===== src/rtl/core/mbslv_pkg.sv =====
package mbslv_pkg;

    // Item kinds carried on the input tuser
    localparam logic [2:0] REQ_PDU       = 3'd0;
    localparam logic [2:0] REQ_LOAD_DISC = 3'd1;
    localparam logic [2:0] REQ_LOAD_INW  = 3'd2;
    localparam logic [2:0] REQ_LOAD_COIL = 3'd3;
    localparam logic [2:0] REQ_LOAD_HOLD = 3'd4;

    // Configuration register indexes
    localparam logic [2:0] CFG_UNIT     = 3'd0;
    localparam logic [2:0] CFG_COIL     = 3'd1;
    localparam logic [2:0] CFG_DISCRETE = 3'd2;
    localparam logic [2:0] CFG_HOLDING  = 3'd3;
    localparam logic [2:0] CFG_INPUT    = 3'd4;

    // Function codes
    localparam logic [7:0] FC_RD_COILS    = 8'h01;
    localparam logic [7:0] FC_RD_DISCRETE = 8'h02;
    localparam logic [7:0] FC_RD_HOLDING  = 8'h03;
    localparam logic [7:0] FC_RD_INPUT    = 8'h04;
    localparam logic [7:0] FC_WR_COIL     = 8'h05;
    localparam logic [7:0] FC_WR_REG      = 8'h06;
    localparam logic [7:0] FC_WR_COILS    = 8'h0F;
    localparam logic [7:0] FC_WR_REGS     = 8'h10;
    localparam logic [7:0] FC_EXC_FLAG    = 8'h80;

    // Exception codes (zero means no exception)
    localparam logic [1:0] EXC_NONE     = 2'd0;
    localparam logic [1:0] EXC_FUNCTION = 2'd1;
    localparam logic [1:0] EXC_ADDRESS  = 2'd2;
    localparam logic [1:0] EXC_VALUE    = 2'd3;

    localparam logic [15:0] COIL_ON       = 16'hFF00;
    localparam logic [15:0] MAX_RD_BITS   = 16'd2000;
    localparam logic [15:0] MAX_RD_WORDS  = 16'd125;
    localparam logic [15:0] MAX_WR_BITS   = 16'd1968;
    localparam logic [15:0] MAX_WR_WORDS  = 16'd123;

    localparam int LEN_W   = 10;   // request length, up to 1023 bytes
    localparam int QUEUE_D = 4;

    typedef struct packed {
        logic [2:0]       kind;
        logic [9:0]       load_index;
        logic [15:0]      load_value;
        logic [7:0]       unit;
        logic [LEN_W-1:0] len;
    } cmd_t;

    typedef struct packed {
        logic [7:0]  unit_address;
        logic [15:0] coil_base;
        logic [15:0] discrete_base;
        logic [15:0] holding_base;
        logic [15:0] input_word_base;
    } cfg_t;

    typedef struct packed {
        logic       start;
        logic [8:0] total;
        logic       exc;
        logic       valid;
        logic [7:0] data;
    } emit_t;

endpackage


===== src/rtl/core/mbslv_queue.sv =====
module mbslv_queue
    import mbslv_pkg::*;
(
    input  logic clk,
    input  logic rst_n,
    input  logic push,
    input  cmd_t push_cmd,
    input  logic pop,
    output cmd_t head,
    output logic empty,
    output logic full
);
    localparam int PW = $clog2(QUEUE_D);

    cmd_t          slot_reg [QUEUE_D];
    logic [PW-1:0] wr_reg;
    logic [PW-1:0] rd_reg;
    logic [PW:0]   cnt_reg;

    assign empty = cnt_reg == '0;
    assign full  = cnt_reg == (PW+1)'(QUEUE_D);
    assign head  = slot_reg[rd_reg];

    always_ff @(posedge clk)
    begin
        if (push)
        begin
            slot_reg[wr_reg] <= push_cmd;
        end
    end

    always_ff @(posedge clk or negedge rst_n)
    begin
        if (!rst_n)
        begin
            wr_reg  <= '0;
            rd_reg  <= '0;
            cnt_reg <= '0;
        end
        else
        begin
            if (push)
            begin
                wr_reg <= wr_reg + PW'(1);
            end
            if (pop)
            begin
                rd_reg <= rd_reg + PW'(1);
            end
            if (push && !pop)
            begin
                cnt_reg <= cnt_reg + (PW+1)'(1);
            end
            else if (pop && !push)
            begin
                cnt_reg <= cnt_reg - (PW+1)'(1);
            end
        end
    end

endmodule


===== config.mk =====
export PLATFORM = sky130hd
export DESIGN_NAME = mbslv_queue
export DESIGN_NICKNAME = d
export VERILOG_FILES = /design/src/rtl/core/mbslv_pkg.sv /design/src/rtl/core/mbslv_queue.sv
export SDC_FILE = /design/constraint.sdc
export NUM_CORES = 1
export LEC_CHECK = 0
export CAP_MARGIN = 25
export CORE_ASPECT_RATIO = 0.6
export CORE_MARGIN = 1
export CORE_UTILIZATION = 41
export CTS_BUF_LIST = sky130_fd_sc_hd__clkbuf_8 sky130_fd_sc_hd__clkbuf_16
export DETAILED_ROUTE_END_ITERATION = 7
export DONT_BUFFER_PORTS = 1
export GPL_ROUTABILITY_DRIVEN = 1
export PLACE_DENSITY_LB_ADDON = 0.08
export SLEW_MARGIN = 20
export SYNTH_ARGS = -nofsm -noshare
export SYNTH_HDL_FRONTEND = slang
export SYNTH_SLANG_ARGS = --single-unit

===== constraint.sdc =====
create_clock -name clk -period 3 [get_ports clk]
set_clock_uncertainty 0.2 [all_clocks]
set_input_delay 0 -clock clk [delete_from_list [all_inputs] [get_ports clk]]
set_output_delay 0 -clock clk [all_outputs]
set_load 0.1 [all_outputs]

==> flow_metrics.tcl, run 1 <==
set metrics [dict create \
    track_usage_pct 14.5 \
    yosysTopAreaCell "edfxtp_1" \
    cts_tree "yes" \
    gp_congestion 0.669 \
    drtAntennaViolNets 0 \
    h-tree-depth 4 \
    largest_register_ffs 188 \
    drive_gt1_share_pct 26.1 \
    synth.most_common_cell "edfxtp_1" \
    drc_errors 0 \
    synth.top_cells.by_area "edfxtp_1 (78%), mux4_2 (14%), dfrtp_1 (2.4%), ha_1 (0.87%), mux4_1 (0.73%)" \
    wl_um 12200 \
    synthSimpleGateAreaFrac_pct 0.678 \
    syn_inst 280 \
    ys_async_sr_fraction_pct 3.59 \
    synth-seq-area-share_pct 80.9 \
    avgSynthCellArea_um2 25.7 \
    die_h_um 105 \
    die_w_um 173 \
    cts_buffers 17 \
    vias_per_cell 5.00 \
    synthesis.area_um2 7200 \
    yosys_warnings 0 \
    antenna_found_initial 0 \
    drtIter0Drc 126 \
    ys_seq_elements 195 \
    grt_max_degree 37 \
    timing.slew.headroom_pct 37.6 \
    path_class "reg -> out" \
    hpwl_um 6980 \
    fill_cells 1353 \
    post-cts-setup-buffer-count 0 \
    synth-compound-area-share_pct 0.0695 \
    wl_met1_um 5550 \
    hold_viol_final 0 \
    slew_viol_final 0 \
    synth-xor-area-share_pct 0.730 \
    setup_viol 0 \
    synth_adder_area_share_pct 1.15 \
    clk-insertion-delay-late_ns 0.41 \
    vias 2992 \
    worstPathRequired_ns 2.80 \
    cts_root_buffer "clkbuf_16" \
    clock_sinks 195 \
    routed-wl-met3_um 684 \
    tightest_slew_ns 0.940 \
    gr-total-overflow 0 \
    dr.pass1.iters 4 \
    timing.fmax_mhz 411 \
    end_kind "output pin" \
    met2_length_um 5890 \
    rsz0062_at_grt "no" \
    rows 37 \
    synth_mux_area_share_pct 15.0 \
    max_cap_violations 0 \
    synth_top_family_by_area "multiplexers" \
    dpl_cell_area_um2 7590 \
    syn_to_final_growth_pct 20.2 \
    core-area_um2 17200 \
    start_util_pct 41.9 \
    antenna_cells 0 \
    syn_nets 337 \
    crit_fanout 36 \
    port-buffer-count 0 \
    synthFlopType "edfxtp_1" \
    min_path_type "in -> reg" \
    fin_crit_sh_pct 81.2 \
    layout_min_cycle_time_ns 2.44 \
    grt_pass1_wl_um 19000 \
    synth_common_cells "edfxtp_1 (188), mux4_2 (45), dfrtp_1 (7)" \
    synth_top_area_share_pct 78.4 \
    status "completed" \
    fin_area_um2 8650 \
    crit_path_start_kind "flop" \
    cts_buffer_depth 2 \
    setup_tns_ns 0 \
    cp.arrival_ns 2.24 \
    final_nets 408 \
    drt-wirelength-per-cell_um 20.4 \
    synth.distinct_cells 21 \
    dieArea_um2 18100 \
    postCtsHoldBufs 51 \
    dr.max_layer_used "met4" \
    first_global_vias 3265 \
    postCtsResizedCells 0 \
    clk_pin_slew_ns 0.07 \
    synth_edf_count 188 \
    ios 100 \
]
[layer usage]
layer / GRT usage (%) / vias to the layer above
li1: - / 1327
met1: 18.9 / 1584
met2: 23.0 / 73
met3: 4.95 / 8
met4: 4.55 / 0
met5: 0 / -
[path summary, 6_finish.rpt]
check | from | endpoint | slack, ns | depth (start not counted)
min in group asynchronous | rst_n | cnt_reg[2]$_DFFE_PN0P_ | 0.27 | 2
max in group asynchronous | rst_n | rd_reg[0]$_DFFE_PN0P_ | 2.02 | 2
worst min-delay path | push | slot_reg[0][34]$_DFFE_PP_ | 0.02 | 2
worst max-delay path | rd_reg[0]$_DFFE_PN0P_ | head[14] | 0.56 | 2
worst min register to register | cnt_reg[2]$_DFFE_PN0P_ | cnt_reg[2]$_DFFE_PN0P_ | 0.30 | 1
worst max register to register | wr_reg[0]$_DFFE_PN0P_ | slot_reg[2][45]$_DFFE_PP_ | 1.28 | 4
[critical path, cell delays in order, from the launching register on]
cell	delay, ns
dfrtp_4	0.61
buf_12	0.34
mux4_2	0.84
[metrics by stage]
step	utilization, %	setup slack (ns)	cells	hold WS (ns)
finish	50.4	0.564	598	0.0180
global route	50.4	0.431	598	0.0182
CTS	50.4	0.491	598	0.00841
detailed placement	44.2	0.943	515	-0.495
global placement	44.2	0.951	515	-0.495
floorplan	-	0.147	280	-0.496
[final cells by class]
type	instances	area (um2)	area share, %
clock buffer	17	425	4.92
inverter	4	15.0	0.174
sequential	195	5830	67.3
timing repair buffer	63	686	7.92
clock inverter	15	126	1.46
multi-input combinational	70	1280	14.8
tap	234	293	3.38
[cells in the final DEF (no fill, tap or decap)]
master / instances
nor2_1: 1
clkinv_2: 1
nand2_1: 2
buf_12: 4
edfxtp_1: 188
mux2_2: 1
inv_8: 3
buf_4: 6
and2_2: 4
inv_1: 4
dfrtp_4: 1
nor3b_2: 1
clkinv_1: 3
clkinv_8: 1
dfrtp_2: 1
dfrtp_1: 5
mux4_2: 45
fa_1: 1
clkinvlp_4: 1
nor3_2: 1
dlygate4sd3_1: 51
xor2_1: 4
ha_1: 5
xnor2_1: 2
clkbuf_16: 19
clkinv_4: 4
mux4_1: 2
inv_6: 2
o21ai_0: 1
[kinds of logic (layout without fill, tap and decap cells)]
| family | Yosys count | count (layout) |
|---|---|---|
| muxes | 48 | 48 |
| adders and majority gates | 6 | 6 |
| DFF | 195 | 195 |
| xor gates and xnor gates | 6 | 6 |
| buffers and inverters | 15 | 99 |
| and+or+nand+nor | 9 | 9 |
| AOI/OAI and AO/OA | 1 | 1 |
Power of run 1 is not shown: default switching activity piles up to over one toggle a cycle in this logic, so the estimate is an artifact.
==> run 2, diff against run 1 <==
ABC_AREA = 1   (was unset)
clock period = 2.12 ns   (was 3 ns; I/O delays follow)
==> run 2 against run 1 <==
Die area grew 13%; register-to-register slack lost 1.0 ns; final area increased by 25%; hold slack better by 0.055 ns; highest routed layer is now met5.
==> flow_metrics.tcl, run 2 <==
set metrics [dict create \
    cts_tree "yes" \
    cts_buffer_depth 2 \
    synth.most_common_cell "edfxtp_1" \
    path_class "reg -> out" \
    syn_nets 653 \
    drive_gt1_share_pct 22.9 \
    wl_um 16200 \
    ios 100 \
    mostFrequentLayoutCell "edfxtp_1" \
    setup_viol 0 \
    synth.top_cells.by_area "edfxtp_1 (69%), o211ai_2 (8.0%), nand2_1 (7.1%), inv_1 (4.8%), o211ai_1 (3.9%)" \
    max_cap_violations 0 \
    tightest_slew_ns 0.357 \
    worstPathRequired_ns 1.92 \
    drtIter0Drc 354 \
    crit_fanout 48 \
    ys_seq_elements 195 \
    first_global_vias 4698 \
    layout_min_cycle_time_ns 2.01 \
    yosys_warnings 0 \
    clk_pin_slew_ns 0.07 \
    synthesis.area_um2 8170 \
    cpPeakStageDelay_ns 0.59 \
    avgSynthCellArea_um2 13.7 \
    antenna_cells 0 \
    instances_no_fill 986 \
    syn_to_final_growth_pct 32.1 \
    drt-wirelength-per-cell_um 16.5 \
    status "completed" \
    fin_util_pct 56.0 \
    clock_sinks 195 \
    antenna_found_initial 1 \
    final_nets 765 \
    synthFlopType "edfxtp_1" \
    grt_pass1_wl_um 26100 \
    crit_path_start_kind "flop" \
    crit_slowest_cell "dfrtp_4" \
    synth-seq-area-share_pct 71.3 \
    dr.pass1.iters 5 \
    synth_edf_count 188 \
    cts_buffers 17 \
    timing.slew.headroom_pct 76.2 \
    drc_errors 0 \
    ys_async_sr_fraction_pct 3.59 \
    die_w_um 184 \
    synth_common_cells "edfxtp_1 (188), nand2_1 (154), inv_1 (104)" \
    rows 39 \
    gp_congestion 0.710 \
    grt_max_degree 49 \
    vias_per_cell 4.70 \
    critPathMostFrequentCell "buf_12" \
    slew_viol_final 0 \
    synth.distinct_cells 20 \
    dieArea_um2 20500 \
    vias 4631 \
    path_cells "buf_12, o211ai_1, nand2_1, buf_12" \
    syn_inst 596 \
    track_usage_pct 17.2 \
    h-tree-depth 4 \
    yosysTopAreaCell "edfxtp_1" \
    timing.fmax_mhz 498 \
    cts_root_buffer "clkbuf_16" \
    drtAntennaViolNets 0 \
    largest_register_ffs 188 \
    hold_viol_final 0 \
    final_cell_mix "edfxtp_1 (188), nand2_1 (154), inv_1 (102)" \
    clk-insertion-delay-late_ns 0.43 \
    fin_crit_sh_pct 94.8 \
    rsz0062_at_grt "yes" \
    synth_top_area_share_pct 69.1 \
    start_util_pct 42.4 \
    die_h_um 111 \
    port-buffer-count 0 \
    gr-total-overflow 0 \
    core-area_um2 19300 \
    cp.arrival_ns 1.81 \
    min_path_type "in -> reg" \
    hpwl_um 9990 \
    dp.cells 898 \
    end_kind "output pin" \
]
-- run 2: cell types whose count changed in the layout (fill, tap and decap cells not counted), moves of 5 or more --
cell and delta:
nand2_1 +152, bufinv_16 +5, mux4_2 -45, o211ai_1 +42, buf_12 +58, inv_1 +98
o211ai_2 +52
-- run 2: layout make-up --
cell class | count | area (um2)
well taps | 266 | 333
clock inverters | 14 | 213
repair buffers | 125 | 1880
flip-flops and latches | 195 | 5830
multi-input cells | 263 | 1700
clock buffers | 17 | 425
fillers | 1541 | 8490
inverters | 106 | 407
-- run 2: logic make-up (layout without fill, tap and decap cells) --
logic type / Yosys count / after routing / share of synthesized area [%]
DFF: 195 / 195 / 71.3
and+or+nand+nor: 158 / 158 / 7.34
buffers and inverters: 138 / 262 / 8.06
AOI/OAI and AO/OA: 95 / 95 / 11.9
adders and majority gates: 6 / 6 / 1.01
xor gates and xnor gates: 4 / 4 / 0.429
-- run 2: routing by layer --
layer / GRT usage [%] / share of wire (%) / wire [um]
met1: 24.4 / 48 / 7740
met2: 26.0 / 46 / 7450
met3: 3.98 / 5.3 / 869
met4: 6.17 / 1.1 / 172
met5: 0 / 0.080 / 13
-- run 2: repair_timing --
item                                    CTS  global route
setup buffers                             1             5
endpoints found under the setup margin   45            19
hold buffers                             51             0
pin swaps                                 0             0
gates resized for setup                   1             0
hold endpoints to repair                335             0
-- run 2: final timing paths --
check	from	endpoint	slack, ns	depth (start not counted)
setup reg to reg	wr_reg[0]$_DFFE_PN0P_	slot_reg[0][38]$_DFFE_PP_	0.27	5
hold / removal	push_cmd[17]	slot_reg[3][17]$_DFFE_PP_	0.07	1
hold reg to reg	wr_reg[0]$_DFFE_PN0P_	wr_reg[0]$_DFFE_PN0P_	0.35	1
min in group asynchronous	rst_n	cnt_reg[2]$_DFFE_PN0P_	0.25	2
setup / recovery	rd_reg[0]$_DFFE_PN0P_	head[15]	0.11	4
max in group asynchronous	rst_n	rd_reg[1]$_DFFE_PN0P_	1.18	2
-- run 2: metrics by stage --
stage                     setup slack (ns)  cell area, um2   TNS, ns  hold slack [ns]
after detailed placement             0.276            9570         0           -0.495
final                                0.111           10800         0           0.0728
after global routing              -0.00570           10800  -0.00570           0.0765
after floorplan                     -0.584            8170     -1.17           -0.496
after global placement               0.306            9570         0           -0.495
after CTS                         -0.00177           10700  -0.00177           0.0496
-- run 2: worst max-delay path, delay by kind of cell (launching register included) --
kind / cells / cell delay, ns
and+or+nand+nor: 1 / 0.14
buffers and inverters: 2 / 0.42
DFF: 1 / 0.59
AOI/OAI and AO/OA: 1 / 0.22
Power of run 2 is left out for the same reason.
