--- src/rtl/core/mbslv_pkg.sv ---
package mbslv_pkg;

    // Item kinds carried on the input tuser
    localparam logic [2:0] REQ_PDU       = 3'd0;
    localparam logic [2:0] REQ_LOAD_DISC = 3'd1;
    localparam logic [2:0] REQ_LOAD_INW  = 3'd2;
    localparam logic [2:0] REQ_LOAD_COIL = 3'd3;
    localparam logic [2:0] REQ_LOAD_HOLD = 3'd4;

    // Configuration register indexes
    localparam logic [2:0] CFG_UNIT     = 3'd0;
    localparam logic [2:0] CFG_COIL     = 3'd1;
    localparam logic [2:0] CFG_DISCRETE = 3'd2;
    localparam logic [2:0] CFG_HOLDING  = 3'd3;
    localparam logic [2:0] CFG_INPUT    = 3'd4;

    // Function codes
    localparam logic [7:0] FC_RD_COILS    = 8'h01;
    localparam logic [7:0] FC_RD_DISCRETE = 8'h02;
    localparam logic [7:0] FC_RD_HOLDING  = 8'h03;
    localparam logic [7:0] FC_RD_INPUT    = 8'h04;
    localparam logic [7:0] FC_WR_COIL     = 8'h05;
    localparam logic [7:0] FC_WR_REG      = 8'h06;
    localparam logic [7:0] FC_WR_COILS    = 8'h0F;
    localparam logic [7:0] FC_WR_REGS     = 8'h10;
    localparam logic [7:0] FC_EXC_FLAG    = 8'h80;

    // Exception codes (zero means no exception)
    localparam logic [1:0] EXC_NONE     = 2'd0;
    localparam logic [1:0] EXC_FUNCTION = 2'd1;
    localparam logic [1:0] EXC_ADDRESS  = 2'd2;
    localparam logic [1:0] EXC_VALUE    = 2'd3;

    localparam logic [15:0] COIL_ON       = 16'hFF00;
    localparam logic [15:0] MAX_RD_BITS   = 16'd2000;
    localparam logic [15:0] MAX_RD_WORDS  = 16'd125;
    localparam logic [15:0] MAX_WR_BITS   = 16'd1968;
    localparam logic [15:0] MAX_WR_WORDS  = 16'd123;

    localparam int LEN_W   = 10;   // request length, up to 1023 bytes
    localparam int QUEUE_D = 4;

    typedef struct packed {
        logic [2:0]       kind;
        logic [9:0]       load_index;
        logic [15:0]      load_value;
        logic [7:0]       unit;
        logic [LEN_W-1:0] len;
    } cmd_t;

    typedef struct packed {
        logic [7:0]  unit_address;
        logic [15:0] coil_base;
        logic [15:0] discrete_base;
        logic [15:0] holding_base;
        logic [15:0] input_word_base;
    } cfg_t;

    typedef struct packed {
        logic       start;
        logic [8:0] total;
        logic       exc;
        logic       valid;
        logic [7:0] data;
    } emit_t;

endpackage

--- src/rtl/core/mbslv_packer.sv ---
module mbslv_packer
    import mbslv_pkg::*;
(
    input  logic        clk,
    input  logic        rst_n,
    input  emit_t       emit,
    output logic        can_emit,
    output logic        m_tvalid,
    input  logic        m_tready,
    output logic [71:0] m_tdata,
    output logic        m_tuser,
    output logic        m_tlast
);
    logic [63:0] chunk_reg;
    logic [63:0] chunk_next;
    logic [3:0]  cnt_reg;
    logic [8:0]  rem_reg;
    logic        exc_reg;
    logic        ov_reg;
    logic [63:0] od_reg;
    logic [3:0]  on_reg;
    logic        ol_reg;
    logic        oe_reg;
    logic        push;
    logic        is_last;

    assign can_emit = !ov_reg || m_tready;
    assign m_tvalid = ov_reg;
    assign m_tdata  = {4'b0, on_reg, od_reg};
    assign m_tuser  = oe_reg;
    assign m_tlast  = ol_reg;
    assign is_last  = rem_reg == 9'd1;
    assign push     = emit.valid && (is_last || cnt_reg == 4'd7);

    always_comb
    begin
        chunk_next = chunk_reg;
        for (int k = 0; k < 8; k++)
        begin
            if (cnt_reg == 4'(k))
            begin
                chunk_next[63-8*k -: 8] = emit.data;
            end
        end
    end

    always_ff @(posedge clk)
    begin
        if (push)
        begin
            od_reg <= chunk_next;
            on_reg <= cnt_reg + 4'd1;
            ol_reg <= is_last;
            oe_reg <= exc_reg;
        end
    end

    always_ff @(posedge clk or negedge rst_n)
    begin
        if (!rst_n)
        begin
            chunk_reg <= '0;
            cnt_reg   <= '0;
            rem_reg   <= '0;
            exc_reg   <= 1'b0;
            ov_reg    <= 1'b0;
        end
        else
        begin
            if (emit.start)
            begin
                chunk_reg <= '0;
                cnt_reg   <= '0;
                rem_reg   <= emit.total;
                exc_reg   <= emit.exc;
            end
            else if (emit.valid)
            begin
                rem_reg <= rem_reg - 9'd1;
                if (push)
                begin
                    chunk_reg <= '0;
                    cnt_reg   <= '0;
                end
                else
                begin
                    chunk_reg <= chunk_next;
                    cnt_reg   <= cnt_reg + 4'd1;
                end
            end
            if (push)
            begin
                ov_reg <= 1'b1;
            end
            else if (m_tready)
            begin
                ov_reg <= 1'b0;
            end
        end
    end

endmodule

--- config.mk ---
export PLATFORM = sky130hd
export DESIGN_NAME = mbslv_packer
export DESIGN_NICKNAME = d
export VERILOG_FILES = /design/src/rtl/core/mbslv_pkg.sv /design/src/rtl/core/mbslv_packer.sv
export SDC_FILE = /design/constraint.sdc
export NUM_CORES = 1
export LEC_CHECK = 0
export BUFFER_PORTS_ARGS = -buffer_cell sky130_fd_sc_hd__buf_4
export CORE_AREA = 10 10 144 146
export DETAILED_ROUTE_END_ITERATION = 8
export DIE_AREA = 0 0 154 156
export GPL_TIMING_DRIVEN = 0
export PLACE_DENSITY = 0.53
export SLEW_MARGIN = 20
export SYNTH_ARGS = -nofsm -noshare
export SYNTH_HDL_FRONTEND = slang
export SYNTH_SLANG_ARGS = --single-unit
export TNS_END_PERCENT = 10
--- constraint.sdc ---
create_clock -name clk -period 8.2 [get_ports clk]
set_clock_uncertainty 0.2 [all_clocks]
set_input_delay 2.46 -clock clk [delete_from_list [all_inputs] [get_ports clk]]
set_output_delay 2.46 -clock clk [all_outputs]
set_load 0.02 [all_outputs]
==> impl_results.md, run 1 <==
* Mean routed wirelength per cell at 18.9 um
* Final WL at 14400 um
* Static Leak at 3.42 nW
* Internal cell power at 1.36 mW
* Layout cells sized above 1 at 39.1%
* Fin. max-slew vios at 0
* Post_cts resized at 0
* Yosys warns at 0
* Die area at 24000 sq um
* First-pass GRT wire length at 22800 um
* Post-synth EDFFs at 70
* Hold-fix buffer count after cts at 0
* Die width at 154 um
* Fin Hold WS at 0.248 ns
* Worst EP required at 5.54 ns
* Syn-to-layout area delta at 28.4%
* Outcome: complete, no violations
* Slowest stage delay, CP at 0.16 ns
* CTS Sinks at 149
* N_diodes at 0
* Area share of fa/ha/maj cells after synthesis at 1.23%
* Critical Path AT at 2.87 ns
* Post-synthesis simple-gate area fraction at 5.06%
* Setup bufs post-CTS at 0
* Critical path's slowest cell: buf_4
* TritonRoute pass-1 iters at 4
* Later-pin clock latency in the skew report at 0.43 ns
* Number of cells in the finished layout apart from fillers at 763
* CTS tree: done
* DRC viols at 0
* Post-synthesis compound-gate area fraction at 11.0%
* Largest family of logic cells by synthesized area: multiplexers
* GRT overflow at 0
* Htree depth at 4
* Max frequency at 181 MHz
* Routed Antenna Nets at 0
* FF-to-FF path depth at 9
* Vias per Instance at 4.87
* PwrDens at 220 nW/um^2
* Flop-to-flop setup slack at 5.14 ns
* Xor and xnor area share after synthesis at 1.43%
* IO Pins at 99
* Largest net degree at the start of global routing at 80
* CP Launch Type: primary input
* Maxcap violations at 0
* Die height at 156 um
* Post-layout util at 44.1%
* Final period util at 67.4%
* Site Rows at 49
* Root Driver: clkbuf_16
* Psw at 0.370 mW
* Clock Power Share at 46.6%
* Mapped Cells at 401
* Max IR drop VDD at 0.140 mV
* Initial core utilization at 34.3%
* Max FO, Critical Path at 2
* Ys async rst share at 53.0%
* Final #Nets at 550
* Hold depth at 0
* CTS buffer count at 17
* Clk buf depth at 2
* Minimum clock period at 5.53 ns
* Mux contribution to synthesized area at 12.3%
* Synth Area per Inst at 15.3 sq um
* Comb power frac at 6.6%
* Gpl congestion at 0.775
* Hpwl dp at 9720 um
* Worst-margin pin slew at 0.761 ns
* Number of global-route vias before repair at 3912
* Dpl cells at 731
* Overall Global Routing Usage at 12.2%
* Unrepaired setup endpoints after global routing: false
* I/O Buffers at 94
* Switching Share at 21.4%
* Core area at 17800 sq um
* Slew HR at 49.2%
* Kind of critical path: primary input to output port
* Critical path capture point type: output port
* 1st-iter DRT viols at 297
* Worst path cell trace: buf_4 -> nand2b_1 -> buf_4
* Worst-path clk slew at 0.06 ns
* Synth Register Bits at 149
* Post-synthesis sequential area ratio at 66.6%
* Final setup violation count at 0
* Top FF cell, synth: dfrtp_1
* Yosys cell types at 37
* Sequential power share at 46.7%
* Initial antenna violation count at 0
* Routed via count at 3719
* CP most frequent cell: buf_4
* Synthesized area at 6130 sq um
* Hold WC Path Type: register to register
* Fin area at 7870 sq um
* Placed instance area at 7240 sq um
* Final Hold Fails at 0
[power groups by stage]
stage | Clock [mW] | Sequential [mW] | Combinational, mW
after floorplan | 0 | 0.823 | 0.0691
after global placement | 0 | 0.823 | 0.112
after detailed placement | 0 | 0.823 | 0.115
after CTS | 0.824 | 0.809 | 0.116
after global routing | 0.852 | 0.811 | 0.128
final | 0.807 | 0.809 | 0.115
[synthesized netlist by cell type (all sizes together), types with 2 or more instances]
library cell  number  share of area (%)
nand2b             4               0.41
nor2               8               0.49
edfxtp            70                 34
buf                7               0.84
o21ai             12               0.98
xor2               3               0.43
nand2             17                1.0
nor3               2               0.16
nand4              2               0.20
dfrtp             79                 32
nor4bb             2               0.33
a22o              57                8.1
nand3              2               0.16
nor2b             11                1.1
and2               2               0.20
clkbuf            19                1.2
nor4               2               0.20
a41o               3               0.86
inv                6               0.37
mux2              67                 12
ha                 6                1.2
a31oi              2               0.45
xnor2              7                1.0
a21oi              3               0.24
[area by class of cell]
type | instances | area [sq um]
Buffer | 26 | 123
Clock buffer | 26 | 541
Multi-Input combinational cell | 223 | 1930
Sequential cell | 149 | 4080
Tap cell | 229 | 287
Inverter | 6 | 22.5
Timing Repair Buffer | 98 | 807
Fill cell | 1643 | 9970
Clock inverter | 6 | 85.1
[critical path: cells and delay by family]
kind	cells	cell delay, ns
buffers and inverters	2	0.26
and+or+nand+nor	1	0.14
[metal layers]
metal	vias to the layer above	global-route usage, %	share of wire (%)	wire length (um)
met3	16	3.56	5.1	731
met4	0	5.40	1.8	264
met5	-	0	0	0
li1	1750	-	-	-
met1	1862	15.8	46	6640
met2	91	18.6	47	6750
[cell families (layout without fill, tap and decap cells)]
logic type	count (synthesis)	in the layout
compound gates	79	79
xor+xnor	10	10
fa+ha+maj	6	6
buf+inv	32	162
flops	149	149
mux	67	67
other cells	1	4
simple gates	57	57
[per-stage QoR]
| step | power (mW) | TNS (ns) | worst slack [ns] |
|---|---|---|---|
| after CTS | 1.75 | 0 | 2.67 |
| after global placement | 0.936 | -33.80 | -0.481 |
| after floorplan | 0.892 | 0 | 1.36 |
| after global routing | 1.79 | 0 | 2.66 |
| final | 1.73 | 0 | 2.67 |
| after detailed placement | 0.939 | 0 | 2.67 |
[worst paths after layout]
| path | start | endpoint |
|---|---|---|
| min reg2reg | exc_reg$_DFFE_PN0P_ | m_tuser$_DFFE_PP_ |
| min in group asynchronous | rst_n | m_tvalid$_DFFE_PN0P_ |
| max reg2reg | rem_reg[1]$_DFFE_PN0P_ | od_reg[25]$_DFFE_PP_ |
| min | exc_reg$_DFFE_PN0P_ | m_tuser$_DFFE_PP_ |
| max in group asynchronous | rst_n | cnt_reg[3]$_DFFE_PN0P_ |
| max | m_tready | can_emit |
[layout by cell type (no fill, tap or decap), types with 7 or more instances in the layout]
master      n
buf_4      97
dfrtp_1    79
edfxtp_1   70
mux2_2     67
a22o_1     57
clkbuf_1   21
clkbuf_16  18
nand2_1    17
nor2b_1    11
o21ai_0    11
nor2_1      8
xnor2_1     7
Power figures use the tool's default switching activity.
==> run 2: changes to the inputs <==
--- a/config.mk
+++ b/config.mk
@@ -10,7 +10,7 @@
 export DETAILED_ROUTE_END_ITERATION = 8
 export DIE_AREA = 0 0 154 156
 export GPL_TIMING_DRIVEN = 0
-export PLACE_DENSITY = 0.53
+export PLACE_DENSITY = 0.55
 export SLEW_MARGIN = 20
 export SYNTH_ARGS = -nofsm -noshare
 export SYNTH_HDL_FRONTEND = slang
==> constraint.sdc (replaced) <==
create_clock -name clk -period 4.6 [get_ports clk]
set_clock_uncertainty 0.2 [all_clocks]
set_input_delay 1.38 -clock clk [delete_from_list [all_inputs] [get_ports clk]]
set_output_delay 1.38 -clock clk [all_outputs]
set_load 0.02 [all_outputs]
==> run 2 against run 1 <==
Effect of this change:
- cell count down 0.13%
- global-route usage up 0.44 points
- first-iteration DRC count down 43%
- clock power up 57%
- sequential power up 78%
- core utilization down 0.55 points
- critical path type unchanged
==> impl_results.md, run 2 (synthesis gave the netlist of run 1 again) <==
* Outcome: complete, no violations
* Maxcap violations at 0
* Worst-path clk slew at 0.06 ns
* I/O Buffers at 94
* Syn-to-layout area delta at 26.8%
* Worst-margin pin slew at 0.749 ns
* Die area at 24000 sq um
* Site Rows at 49
* Routed Antenna Nets at 0
* Clk buf depth at 2
* Setup bufs post-CTS at 0
* Gpl congestion at 0.728
* Critical path capture point type: output port
* Most common cell after layout, fill and taps aside: buf_4
* Hold depth at 0
* Slew HR at 50.1%
* Hold WC Path Type: register to register
* Mean routed wirelength per cell at 19.3 um
* CP Launch Type: primary input
* Initial core utilization at 34.3%
* Static Leak at 3.37 nW
* Post_cts resized at 0
* GRT overflow at 0
* Hpwl dp at 10000 um
* 1st-iter DRT viols at 170
* DRC viols at 0
* CTS Sinks at 149
* Setup ws final at 1.23 ns
* Final WL at 14700 um
* Largest net degree at the start of global routing at 80
* Max frequency at 297 MHz
* Most frequent cells in the layout: 97 x buf_4, 79 x dfrtp_1, 70 x edfxtp_1
* N_diodes at 0
* FF-to-FF path depth at 8
* Die width at 154 um
* Fin. max-slew vios at 0
* Routed via count at 3776
* Final setup violation count at 0
* Overall Global Routing Usage at 12.7%
* Max FO, Critical Path at 2
* Final #Nets at 549
* First-pass GRT wire length at 23500 um
* Final period util at 73.3%
* Kind of critical path: primary input to output port
* Die height at 156 um
* Fin Hold WS at 0.255 ns
* Critical Path AT at 1.79 ns
* IO Pins at 99
* Worst EP required at 3.02 ns
* Layout cells sized above 1 at 39.2%
* PwrDens at 376 nW/um^2
* Final Hold Fails at 0
* Core area at 17800 sq um
* Max IR drop VDD at 0.252 mV
* Hold-fix buffer count after cts at 0
* Vias per Instance at 4.96
* Root Driver: clkbuf_16
* Minimum clock period at 3.37 ns
* Tot Pwr at 2.92 mW
* TritonRoute pass-1 iters at 4
* Later-pin clock latency in the skew report at 0.43 ns
* Htree depth at 4
* Number of global-route vias before repair at 4072
* CTS buffer count at 17
* Initial antenna violation count at 0
* Unrepaired setup endpoints after global routing: false
* Place WS at 1.01 ns
* CTS tree: done
run 2: cell types whose count changed in the layout (fill, tap and decap cells not counted):
cell and change:
inv_4 -1, clkinv_2 +5, clkinvlp_4 +4, clkbuf_1 -2, clkinv_4 +1, bufinv_16 -1
clkbuf_16 -1, buf_8 -1, clkbuf_8 -6, clkinv_1 +1
run 2: critical path: stages:
cell and delay [ns]:
buf_4 0.10, nand2b_1 0.15, buf_4 0.16
run 2: area by class of cell:
class	count	area (sq um)
fillers	1611	10100
plain buffers	26	123
multi-input cells	223	1930
well taps	229	287
repair buffers	97	792
inverters	6	22.5
clock inverters	15	116
flip-flops and latches	149	4080
clock buffers	17	425
run 2: power by group:
part | switching (mW) | leakage, nW | internal (mW) | total, mW
clock | 0.538 | 0.261 | 0.733 | 1.27
combinational | 0.119 | 1.38 | 0.0855 | 0.204
sequential | 0.0205 | 1.72 | 1.42 | 1.44
run 2: through the flow:
step	cells	TNS [ns]	util (%)	cell area, sq um
after CTS	762	0	43.5	7770
after global routing	762	0	43.6	7770
after floorplan	404	0	-	6140
after detailed placement	730	0	40.5	7220
after global placement	727	-53.91	40.0	7130
final	762	0	43.6	7770
run 2: path summary, 6_finish.rpt:
path / startpoint / to / slack [ns]
hold / removal: exc_reg$_DFFE_PN0P_ / m_tuser$_DFFE_PP_ / 0.25
setup reg to reg: rem_reg[1]$_DFFE_PN0P_ / od_reg[41]$_DFFE_PP_ / 1.57
hold reg to reg: exc_reg$_DFFE_PN0P_ / m_tuser$_DFFE_PP_ / 0.25
setup / recovery: m_tready / can_emit / 1.23
max in group asynchronous: rst_n / rem_reg[8]$_DFFE_PN0P_ / 2.91
min in group asynchronous: rst_n / chunk_reg[45]$_DFFE_PN0P_ / 0.79
run 2: layer usage:
metal | global-route usage (%) | part of all wire (%)
met1 | 16.4 | 46
met2 | 19.2 | 47
met3 | 4.14 | 5.7
met4 | 4.86 | 1.6
met5 | 0 | 0
